[config.mk]
export PLATFORM = sky130hd
export DESIGN_NAME = multi_arm_stepper_positioner_core_flat
export DESIGN_NICKNAME = d
export VERILOG_FILES = /design/src/rtl/msp_pkg.sv /design/src/rtl/msp_in_if.sv /design/src/rtl/msp_out_if.sv /design/src/rtl/msp_arm_unit.sv /design/src/rtl/multi_arm_stepper_positioner_core.sv /design/src/flat_wrapper.sv
export VERILOG_INCLUDE_DIRS = /design/src /design/src/rtl
export SDC_FILE = /design/constraint.sdc
export NUM_CORES = 1
export LEC_CHECK = 0
export ABC_AREA = 1
export BUFFER_PORTS_ARGS = -buffer_cell sky130_fd_sc_hd__buf_2
export CELL_PAD_IN_SITES_DETAIL_PLACEMENT = 1
export CELL_PAD_IN_SITES_GLOBAL_PLACEMENT = 1
export CORE_MARGIN = 2
export CORE_UTILIZATION = 51
export CTS_BUF_LIST = sky130_fd_sc_hd__clkbuf_8 sky130_fd_sc_hd__clkbuf_16
export DETAILED_ROUTE_END_ITERATION = 16
export PLACE_DENSITY_LB_ADDON = 0.05
export SLEW_MARGIN = 5
export SYNTH_ARGS = -nofsm -noshare
export SYNTH_HDL_FRONTEND = slang
export SYNTH_SLANG_ARGS = --single-unit
[constraint.sdc]
create_clock -name clk -period 20.5 [get_ports clk]
set_input_delay 4.1 -clock clk [delete_from_list [all_inputs] [get_ports clk]]
set_output_delay 4.1 -clock clk [all_outputs]
set_load 0.1 [all_outputs]
[src/rtl/assert_macros.svh]
// Assertion macros for the RTL files; the positioner core includes them.
// Each expects a clock named clk in scope; MSP_ASSERT also expects a synchronous reset named rst.
`ifndef ASSERT_MACROS_SVH
`define ASSERT_MACROS_SVH

// Check a property at every clock edge outside reset.
`define MSP_ASSERT(label, prop, msg) \
  label: assert property (@(posedge clk) disable iff (rst) prop) else $error(msg);

// Check a property at every clock edge, reset included.
`define MSP_ASSERT_ALWAYS(label, prop, msg) \
  label: assert property (@(posedge clk) prop) else $error(msg);

`endif

[src/rtl/msp_pkg.sv]
// ----------------------------------------------------------------------------
// msp_pkg
// Types, constants and the speed table of the multi-arm stepper positioner.
// ----------------------------------------------------------------------------
`timescale 1ns / 1ps
`default_nettype none

package msp_pkg;

  localparam int unsigned CLOCK_COUNT_DEF      = 4;
  localparam int unsigned STEPS_PER_DEGREE_DEF = 12;

  localparam int unsigned KIND_W   = 2;
  localparam int unsigned TARGET_W = 8;
  localparam int unsigned ANGLE_W  = 9;
  localparam int unsigned BYTE_W   = 8;
  localparam int unsigned OUT_W    = 8;
  localparam int unsigned STEP_W   = 13;
  localparam int unsigned WAIT_W   = 13;
  localparam int unsigned SPEED_W  = 3;
  localparam int unsigned PROD_W   = 16;
  localparam int unsigned DIFF_W   = 11;

  localparam logic [TARGET_W-1:0] START_CODE = 8'd200;
  localparam logic [SPEED_W-1:0]  SPEED_MAX  = 3'd5;
  localparam logic [SPEED_W-1:0]  SPEED_RST  = 3'd1;
  localparam logic [STEP_W-1:0]   STEP_MAX   = 13'd8191;
  localparam logic [DIFF_W-1:0]   DEG_FULL   = 11'd360;
  localparam logic [DIFF_W-1:0]   DEG_TWO    = 11'd720;
  localparam logic [DIFF_W-1:0]   DEG_THREE  = 11'd1080;

  typedef enum logic [KIND_W-1:0] {
    KIND_TICK  = 2'd0,
    KIND_POS   = 2'd1,
    KIND_SPEED = 2'd2,
    KIND_START = 2'd3
  } kind_t;

  typedef enum logic {
    OP_CALC  = 1'b0,
    OP_SERVE = 1'b1
  } arm_op_t;

  typedef struct packed {
    logic [STEP_W-1:0] steps;
    logic              done;
    logic              snap;
    logic              pulse;
  } arm_res_t;

  function automatic logic [WAIT_W-1:0] speed_wait(input logic [SPEED_W-1:0] si);
    logic [WAIT_W-1:0] w;
    unique case (si)
      3'd0:    w = 13'd100;
      3'd1:    w = 13'd200;
      3'd2:    w = 13'd500;
      3'd3:    w = 13'd1000;
      3'd4:    w = 13'd2500;
      default: w = 13'd5000;
    endcase
    return w;
  endfunction

endpackage

`default_nettype wire

[src/rtl/msp_in_if.sv]
// ----------------------------------------------------------------------------
// msp_in_if
// Command and tick channel: valid, ready and one input item.
// ----------------------------------------------------------------------------
`timescale 1ns / 1ps
`default_nettype none

interface msp_in_if;
  logic                          valid;
  logic                          ready;
  logic [msp_pkg::KIND_W-1:0]    kind;
  logic [msp_pkg::TARGET_W-1:0]  target;
  logic [msp_pkg::ANGLE_W-1:0]   minute_angle;
  logic [msp_pkg::ANGLE_W-1:0]   hour_angle;
  logic [msp_pkg::BYTE_W-1:0]    minute_speed;
  logic [msp_pkg::BYTE_W-1:0]    minute_dir;
  logic [msp_pkg::BYTE_W-1:0]    hour_dir;

  modport source (
    output valid, kind, target, minute_angle, hour_angle, minute_speed,
           minute_dir, hour_dir,
    input  ready
  );

  modport sink (
    input  valid, kind, target, minute_angle, hour_angle, minute_speed,
           minute_dir, hour_dir,
    output ready
  );
endinterface

`default_nettype wire

[src/rtl/msp_out_if.sv]
// ----------------------------------------------------------------------------
// msp_out_if
// Status channel: valid, ready and one result item.
// ----------------------------------------------------------------------------
`timescale 1ns / 1ps
`default_nettype none

interface msp_out_if;
  logic                       valid;
  logic                       ready;
  logic [msp_pkg::OUT_W-1:0]  step_pulses;
  logic [msp_pkg::OUT_W-1:0]  dir_levels;
  logic                       moving;
  logic [msp_pkg::OUT_W-1:0]  arms_at_position;

  modport source (
    output valid, step_pulses, dir_levels, moving, arms_at_position,
    input  ready
  );

  modport sink (
    input  valid, step_pulses, dir_levels, moving, arms_at_position,
    output ready
  );
endinterface

`default_nettype wire

[src/rtl/msp_arm_unit.sv]
// ----------------------------------------------------------------------------
// msp_arm_unit
// Shared arm arithmetic: forward step count at start, count-down on a pulse.
// ----------------------------------------------------------------------------
`timescale 1ns / 1ps
`default_nettype none

module msp_arm_unit #(
  parameter int unsigned STEPS_PER_DEGREE = msp_pkg::STEPS_PER_DEGREE_DEF
) (
  input  var msp_pkg::arm_op_t                 op,
  input  var logic [msp_pkg::ANGLE_W-1:0]      want,
  input  var logic [msp_pkg::ANGLE_W-1:0]      have,
  input  var logic [msp_pkg::STEP_W-1:0]       steps,
  input  var logic                             done,
  output msp_pkg::arm_res_t                    res
);

  logic [msp_pkg::DIFF_W-1:0]  diff_raw;
  logic [msp_pkg::DIFF_W-1:0]  diff_mod;
  logic [msp_pkg::PROD_W-1:0]  prod;
  logic [msp_pkg::STEP_W-1:0]  fwd_steps;
  logic [msp_pkg::STEP_W-1:0]  dec_steps;

  always_comb begin
    diff_raw = msp_pkg::DIFF_W'(want) + msp_pkg::DEG_TWO - msp_pkg::DIFF_W'(have);
    priority if (diff_raw >= msp_pkg::DEG_THREE) begin
      diff_mod = diff_raw - msp_pkg::DEG_THREE;
    end else if (diff_raw >= msp_pkg::DEG_TWO) begin
      diff_mod = diff_raw - msp_pkg::DEG_TWO;
    end else if (diff_raw >= msp_pkg::DEG_FULL) begin
      diff_mod = diff_raw - msp_pkg::DEG_FULL;
    end else begin
      diff_mod = diff_raw;
    end
    prod = msp_pkg::PROD_W'(diff_mod) * msp_pkg::PROD_W'(STEPS_PER_DEGREE);
    fwd_steps = (prod > msp_pkg::PROD_W'(msp_pkg::STEP_MAX)) ? msp_pkg::STEP_MAX
                                                              : prod[msp_pkg::STEP_W-1:0];
    dec_steps = (steps != '0) ? steps - 1'b1 : steps;

    unique case (op)
      msp_pkg::OP_CALC: begin
        res.steps = fwd_steps;
        res.done  = (fwd_steps == '0);
        res.snap  = 1'b0;
        res.pulse = 1'b0;
      end
      msp_pkg::OP_SERVE: begin
        if (done) begin
          res.steps = steps;
          res.done  = 1'b1;
          res.snap  = 1'b0;
          res.pulse = 1'b0;
        end else begin
          res.steps = dec_steps;
          res.done  = (dec_steps == '0);
          res.snap  = (dec_steps == '0);
          res.pulse = 1'b1;
        end
      end
      default: begin
        res = '0;
      end
    endcase
  end

endmodule

`default_nettype wire

[src/rtl/multi_arm_stepper_positioner_core.sv]
// ----------------------------------------------------------------------------
// multi_arm_stepper_positioner_core
// Positions two arms on each of several dials; one shared arm unit is stepped
// over the arms by a small sequencer.
// ----------------------------------------------------------------------------
// Channel  Dir  Item
// cmd      in   kind, target, minute_angle, hour_angle, minute_speed, dirs
// status   out  step_pulses, dir_levels, moving, arms_at_position
//
// Position, speed and ignored commands go from idle straight to finish. Tick:
// the same, or, when a clock is served, two arm-unit passes and a round update.
// Start: one arm-unit pass per arm. cmd is ready only in the idle state.
// A finished result waits in the status register; the next item is taken
// meanwhile and its result held until status drains. rst is synchronous.
`timescale 1ns / 1ps
`default_nettype none
`include "assert_macros.svh"

module multi_arm_stepper_positioner_core #(
  parameter int unsigned CLOCK_COUNT      = msp_pkg::CLOCK_COUNT_DEF,
  parameter int unsigned STEPS_PER_DEGREE = msp_pkg::STEPS_PER_DEGREE_DEF
) (
  input  wire logic   clk,
  input  wire logic   rst,
  msp_in_if.sink      cmd,
  msp_out_if.source   status
);

  localparam int unsigned ARM_COUNT = 2 * CLOCK_COUNT;
  localparam int unsigned CW = (CLOCK_COUNT > 1) ? $clog2(CLOCK_COUNT) : 1;
  localparam int unsigned AW = $clog2(ARM_COUNT);
  localparam int unsigned OB = (ARM_COUNT < msp_pkg::OUT_W) ? ARM_COUNT : msp_pkg::OUT_W;

  typedef enum logic [2:0] {
    ST_IDLE,
    ST_CALC,
    ST_SERVE,
    ST_ROUND,
    ST_FINISH
  } state_t;

  state_t                        state;
  logic [AW-1:0]                 arm_idx;
  logic [msp_pkg::ANGLE_W-1:0]   current_angle [ARM_COUNT];
  logic [msp_pkg::ANGLE_W-1:0]   desired_angle [ARM_COUNT];
  logic [msp_pkg::STEP_W-1:0]    steps_left    [ARM_COUNT];
  logic [ARM_COUNT-1:0]          arm_done;
  logic [ARM_COUNT-1:0]          dir_level;
  logic [ARM_COUNT-1:0]          pulsed;
  logic [msp_pkg::SPEED_W-1:0]   speed_index   [CLOCK_COUNT];
  logic                          move_active;
  logic [CW-1:0]                 clock_pointer;
  logic [msp_pkg::WAIT_W-1:0]    wait_count;
  logic                          round_had_pulse;

  msp_pkg::arm_op_t              unit_op;
  msp_pkg::arm_res_t             unit_res;
  logic                          cmd_fire;
  logic                          clock_hit;
  logic [CW-1:0]                 cmd_clock;
  logic                          round_next;
  logic [ARM_COUNT-1:0]          zero_steps;

  assign cmd.ready  = (state == ST_IDLE);
  assign cmd_fire   = cmd.valid && cmd.ready;
  assign clock_hit  = (cmd.target < msp_pkg::TARGET_W'(CLOCK_COUNT));
  assign cmd_clock  = cmd.target[CW-1:0];
  assign unit_op    = (state == ST_CALC) ? msp_pkg::OP_CALC : msp_pkg::OP_SERVE;
  assign round_next = round_had_pulse || (pulsed != '0);

  msp_arm_unit #(
    .STEPS_PER_DEGREE (STEPS_PER_DEGREE)
  ) u_arm (
    .op    (unit_op),
    .want  (desired_angle[arm_idx]),
    .have  (current_angle[arm_idx]),
    .steps (steps_left[arm_idx]),
    .done  (arm_done[arm_idx]),
    .res   (unit_res)
  );

  always_ff @(posedge clk) begin
    if (rst) begin
      state           <= ST_IDLE;
      arm_idx         <= '0;
      arm_done        <= '1;
      dir_level       <= '0;
      pulsed          <= '0;
      move_active     <= 1'b0;
      clock_pointer   <= '0;
      wait_count      <= '0;
      round_had_pulse <= 1'b0;
      status.valid    <= 1'b0;
      for (int a = 0; a < ARM_COUNT; a++) begin
        current_angle[a] <= '0;
        desired_angle[a] <= '0;
        steps_left[a]    <= '0;
      end
      for (int c = 0; c < CLOCK_COUNT; c++) begin
        speed_index[c] <= msp_pkg::SPEED_RST;
      end
    end else begin
      if (status.valid && status.ready && state != ST_FINISH) begin
        status.valid <= 1'b0;
      end
      unique case (state)
        ST_IDLE: begin
          if (cmd_fire) begin
            pulsed <= '0;
            unique case (msp_pkg::kind_t'(cmd.kind))
              msp_pkg::KIND_POS: begin
                if (clock_hit) begin
                  desired_angle[AW'({cmd_clock, 1'b0})] <= cmd.minute_angle;
                  desired_angle[AW'({cmd_clock, 1'b1})] <= cmd.hour_angle;
                end
                state <= ST_FINISH;
              end
              msp_pkg::KIND_SPEED: begin
                if (clock_hit) begin
                  speed_index[cmd_clock] <=
                    (cmd.minute_speed > msp_pkg::BYTE_W'(msp_pkg::SPEED_MAX))
                      ? msp_pkg::SPEED_MAX : cmd.minute_speed[msp_pkg::SPEED_W-1:0];
                  dir_level[AW'({cmd_clock, 1'b0})] <= (cmd.minute_dir != '0);
                  dir_level[AW'({cmd_clock, 1'b1})] <= (cmd.hour_dir != '0);
                end
                state <= ST_FINISH;
              end
              msp_pkg::KIND_START: begin
                if (cmd.target == msp_pkg::START_CODE) begin
                  arm_idx <= '0;
                  state   <= ST_CALC;
                end else begin
                  state <= ST_FINISH;
                end
              end
              msp_pkg::KIND_TICK: begin
                if (move_active && wait_count == '0) begin
                  arm_idx <= AW'({clock_pointer, 1'b0});
                  state   <= ST_SERVE;
                end else begin
                  if (move_active) begin
                    wait_count <= wait_count - 1'b1;
                  end
                  state <= ST_FINISH;
                end
              end
              default: begin
                state <= ST_FINISH;
              end
            endcase
          end
        end
        ST_CALC: begin
          steps_left[arm_idx] <= unit_res.steps;
          arm_done[arm_idx]   <= unit_res.done;
          if (arm_idx == AW'(ARM_COUNT - 1)) begin
            move_active     <= 1'b1;
            clock_pointer   <= '0;
            wait_count      <= '0;
            round_had_pulse <= 1'b0;
            state           <= ST_FINISH;
          end else begin
            arm_idx <= arm_idx + 1'b1;
          end
        end
        ST_SERVE: begin
          steps_left[arm_idx] <= unit_res.steps;
          arm_done[arm_idx]   <= unit_res.done;
          pulsed[arm_idx]     <= unit_res.pulse;
          if (unit_res.snap) begin
            current_angle[arm_idx] <= desired_angle[arm_idx];
          end
          if (arm_idx[0]) begin
            state <= ST_ROUND;
          end else begin
            arm_idx <= arm_idx + 1'b1;
          end
        end
        ST_ROUND: begin
          if (clock_pointer == CW'(CLOCK_COUNT - 1)) begin
            clock_pointer   <= '0;
            round_had_pulse <= 1'b0;
            if (!round_next) begin
              move_active <= 1'b0;
              wait_count  <= '0;
            end else begin
              wait_count <= msp_pkg::speed_wait(speed_index[clock_pointer]);
            end
          end else begin
            wait_count      <= msp_pkg::speed_wait(speed_index[clock_pointer]);
            clock_pointer   <= clock_pointer + 1'b1;
            round_had_pulse <= round_next;
          end
          state <= ST_FINISH;
        end
        ST_FINISH: begin
          if (!status.valid || status.ready) begin
            status.valid            <= 1'b1;
            status.step_pulses      <= msp_pkg::OUT_W'(pulsed[OB-1:0]);
            status.dir_levels       <= msp_pkg::OUT_W'(dir_level[OB-1:0]);
            status.moving           <= move_active;
            status.arms_at_position <= msp_pkg::OUT_W'(arm_done[OB-1:0]);
            state                   <= ST_IDLE;
          end
        end
        default: begin
          state <= ST_IDLE;
        end
      endcase
    end
  end

  always_comb begin
    for (int a = 0; a < ARM_COUNT; a++) begin
      zero_steps[a] = (steps_left[a] == '0);
    end
  end

  `MSP_ASSERT(a_done_matches_count, arm_done == zero_steps, "arm done flag and step count disagree")
  `MSP_ASSERT(a_serve_only_when_due, (state == ST_SERVE) |-> (move_active && wait_count == '0), "arm served while idle or waiting")
  `MSP_ASSERT(a_idle_no_wait, (state == ST_IDLE && !move_active) |-> (wait_count == '0), "wait pending with no move")
  `MSP_ASSERT(a_busy_after_accept, cmd_fire |=> !cmd.ready, "item accepted while previous item in work")

endmodule

`default_nettype wire
[src/flat_wrapper.sv]
// flat-port wrapper written by rule: the top's interface ports become plain ports
module multi_arm_stepper_positioner_core_flat 
#(
  parameter int unsigned CLOCK_COUNT      = msp_pkg::CLOCK_COUNT_DEF,
  parameter int unsigned STEPS_PER_DEGREE = msp_pkg::STEPS_PER_DEGREE_DEF
)
  (clk, rst, cmd_valid, cmd_kind, cmd_target, cmd_minute_angle, cmd_hour_angle, cmd_minute_speed, cmd_minute_dir, cmd_hour_dir, cmd_ready, status_valid, status_step_pulses, status_dir_levels, status_moving, status_arms_at_position, status_ready);
  msp_in_if cmd_i ();
  msp_out_if status_i ();
  input  wire logic clk;
  input  wire logic rst;
  input wire logic [$bits(cmd_i.valid)-1:0] cmd_valid;
  input wire logic [$bits(cmd_i.kind)-1:0] cmd_kind;
  input wire logic [$bits(cmd_i.target)-1:0] cmd_target;
  input wire logic [$bits(cmd_i.minute_angle)-1:0] cmd_minute_angle;
  input wire logic [$bits(cmd_i.hour_angle)-1:0] cmd_hour_angle;
  input wire logic [$bits(cmd_i.minute_speed)-1:0] cmd_minute_speed;
  input wire logic [$bits(cmd_i.minute_dir)-1:0] cmd_minute_dir;
  input wire logic [$bits(cmd_i.hour_dir)-1:0] cmd_hour_dir;
  output wire logic [$bits(cmd_i.ready)-1:0] cmd_ready;
  output wire logic [$bits(status_i.valid)-1:0] status_valid;
  output wire logic [$bits(status_i.step_pulses)-1:0] status_step_pulses;
  output wire logic [$bits(status_i.dir_levels)-1:0] status_dir_levels;
  output wire logic [$bits(status_i.moving)-1:0] status_moving;
  output wire logic [$bits(status_i.arms_at_position)-1:0] status_arms_at_position;
  input wire logic [$bits(status_i.ready)-1:0] status_ready;
  assign cmd_i.valid = cmd_valid;
  assign cmd_i.kind = cmd_kind;
  assign cmd_i.target = cmd_target;
  assign cmd_i.minute_angle = cmd_minute_angle;
  assign cmd_i.hour_angle = cmd_hour_angle;
  assign cmd_i.minute_speed = cmd_minute_speed;
  assign cmd_i.minute_dir = cmd_minute_dir;
  assign cmd_i.hour_dir = cmd_hour_dir;
  assign cmd_ready = cmd_i.ready;
  assign status_valid = status_i.valid;
  assign status_step_pulses = status_i.step_pulses;
  assign status_dir_levels = status_i.dir_levels;
  assign status_moving = status_i.moving;
  assign status_arms_at_position = status_i.arms_at_position;
  assign status_i.ready = status_ready;
  multi_arm_stepper_positioner_core #(.CLOCK_COUNT(CLOCK_COUNT), .STEPS_PER_DEGREE(STEPS_PER_DEGREE)) u_core (.clk(clk), .rst(rst), .cmd(cmd_i), .status(status_i));
endmodule
==> metrics.yaml <==
grt:
  grt_max_degree: 50
  grt_pass1_wl_mm: 79.9
  antenna_found_initial: 0
  grt_pass1_vias: 14578
  gr-usage-all-layers: 0.290
  overflow: 0
power_and_ir_drop:
  p_seq_frac: 0.279
  p_leak_nw: 8.01
  p_switching_mw: 1.18
  combPwrFrac: 0.469
  total_power_mw: 2.74
  peakVddDrop_mv: 0.178
  p_int_mw: 1.56
  power_density_nw_per_um2: 144
  p_clk_frac: 0.252
  switching_share: 0.429
synth:
  yosys.area_share.adder: 0.0361
  syn-num-nets: 1996
  syn_area_um2: 17100
  synth_mux_area_frac: 0
  synth_top_area_frac: 0.502
  synth_cell_types: 53
  syn_inst: 1892
  synth_top_cell_by_area: "edfxtp_1"
  ys_warn_count: 0
  synth_top_family_by_area: "simple AND/OR/NAND/NOR gates"
  synth.avg_cell_area_um2: 9.02
  synth-simple-area-share: 0.240
  synth_flop_cell: "edfxtp_1"
  synth-seq-area-share: 0.560
  synth-edff-count: 285
  synth-xor-area-share: 0.0154
  synth_seq_cells: 335
  synth_compound_area_frac: 0.0898
  synth_area_leaders: "edfxtp_1 (50%), nand2_1 (11%), nor2_1 (7.9%), dfxtp_1 (5.9%), inv_1 (3.7%)"
  async_flop_share: 0
clock_tree:
  cts-root-buf: "clkbuf_16"
  post_cts_buffers: 0
  clk_pin_slew_ns: 0.06
  numCtsBuffers: 38
  numClockSinks: 335
  insertion_delay_ns: 0.55
  cts_tree: "yes"
  cts_htree_levels: 2
  cts_max_path_buffers: 3
  holdBufCountCts: 0
  cts_resized: 0
timing:
  hold_ws_ns: 0.429
  rsz0062_at_grt: "false"
  finalCritPeriodShare: 0.419
  drv_slew: 0
  fin_crit_ns: 8.60
  relSlewSlack: 0.325
  fin_skew_ns: 0.0231
  setup_violations: 0
  tns_ns: 0
  final_hold_viol_count: 0
  worstMarginPinSlew_ns: 1.01
  max_freq_mhz: 116
final_layout:
  final_common_cell: "nand2_1"
  final_cell_mix: "nand2_1 (494), nor2_1 (360), edfxtp_1 (285), inv_1 (174), buf_2 (82)"
  instances_no_fill: 2432
  design_area_um2: 19100
  drive_above_1_share: 0.0925
  insertedDiodeCount: 0
  nets: 2065
  syn2layout_area_growth_pct: 11.8
  fill_cells: 3864
hold_path:
  hp-class: "reg2reg"
detailed_routing:
  drtIter0Drc: 906
  drc: 0
  routed_via_density: 5.70
  wl_mm: 50.4
  firstDrtPassIters: 5
  ant_nets: 0
  wl_per_cell_um: 20.7
  via_count: 13868
die:
  core-area_um2: 32800
  die_width_um: 187
  fp.dieArea_um2: 34900
  pin_count: 83
  rows: 66
  start_util: 0.521
  die_h_um: 187
placed_design:
  post_dp_cell_area_um2: 17800
  dp_cells: 2363
  dpl.hpwl_mm: 32.9
  portBuffers: 82
  gp_congestion: 0.875
critical_path:
  critPathCaptureType: "flip-flop"
  critPathRequiredTime_ns: 20.74
  slowest_delay_ns: 0.67
  crit_path_frequent_cell: "nand2_1"
  worstSetupPathType: "reg2reg"
  crit_slowest_cell: "o31ai_2"
  start_kind: "flip-flop"
  cp_max_fo: 29
  arrival_ns: 8.84
status:
  outcome: "finished, final reports clean"
job:
  maxCapViolCount: 0
critical path, delay by kind of cell (launching register included):
family,cells,cell delay (ns)
adders and majority gates,3,1.15
AOI/OAI and AO/OA,6,1.48
xor gates and xnor gates,1,0.17
DFF,1,0.29
buffers and inverters,11,2.38
and+or+nand+nor,19,2.79
state kept, by name, summed over array words and instances (netlist names), named ones only:
signal	count
u_core.steps_left	104
u_core.status.step_pulses	8
u_core.arm_done	8
u_core.pulsed	8
u_core.desired_angle	72
u_core.current_angle	72
u_core.move_active	1
u_core.status.valid	1
u_core.clock_pointer	2
u_core.status.moving	1
u_core.wait_count	13
u_core.status.dir_levels	8
u_core.status.arms_at_position	8
u_core.dir_level	8
u_core.round_had_pulse	1
u_core.arm_idx	3
u_core.state	3
u_core.speed_index	12
power by group through the flow:
stage | Clock (mW) | Sequential, mW | Combinational (mW)
global route | 0.720 | 0.767 | 1.43
detailed placement | 0 | 0.779 | 1.27
global placement | 0 | 0.778 | 1.22
floorplan | 0 | 0.785 | 0.919
finish | 0.689 | 0.765 | 1.28
CTS | 0.694 | 0.765 | 1.28
logic make-up (layout without fill, tap and decap cells):
group,count (synthesis),in the layout
fa+ha+maj,48,48
compound gates,239,239
xor+xnor,30,30
flops,335,335
buf+inv,251,349
simple gates,989,989
routing by layer:
metal | global-route usage | routed length [um] | vias to the layer above
met4 | 0.0833 | 1250 | 0
met3 | 0.0336 | 2440 | 92
met2 | 0.509 | 25200 | 406
met5 | 0 | 0 | -
met1 | 0.379 | 21500 | 6866
li1 | - | - | 6504
Yosys cell counts, drive strengths merged (5+ instances only):
library cell	number
nor2	364
clkbuf	41
clkinv	7
a311oi	8
a221oi	19
xnor2	7
xor2	23
a21oi	72
nand2	494
nand3	70
nand4	30
a22o	20
nor4	7
a211oi	9
buf	21
edfxtp	285
o211ai	5
nor3	14
a31oi	6
a22oi	22
inv	182
ha	46
dfxtp	50
o21ai	65
path summary, 6_finish.rpt:
check	start	end	cells past startpoint	slack (ns)
worst min-delay path	u_core.dir_level[5]	u_core.status.dir_levels[5]	0	0.43
worst max-delay path	u_core.arm_idx[1]	u_core.steps_left[6][3]	40	11.90
worst max register to register	u_core.arm_idx[1]	u_core.steps_left[6][3]	40	11.90
worst min register to register	u_core.dir_level[5]	u_core.status.dir_levels[5]	0	0.43
layout make-up:
type,count,area (um^2),share of cell area
Sequential cell,335,9560,0.501
Multi-Input combinational cell,1306,6510,0.341
Clock buffer,40,978,0.0513
Inverter,189,709,0.0372
Tap cell,442,553,0.0290
Timing Repair Buffer,91,478,0.0250
Clock inverter,29,290,0.0152
stage by stage:
step | util | setup WS (ns)
finish | 0.582 | 11.90
global route | 0.582 | 11.04
CTS | 0.582 | 11.95
detailed placement | 0.543 | 12.01
global placement | 0.543 | 12.33
floorplan | - | 13.73
Note: power is estimated with default switching activity, not from simulation.
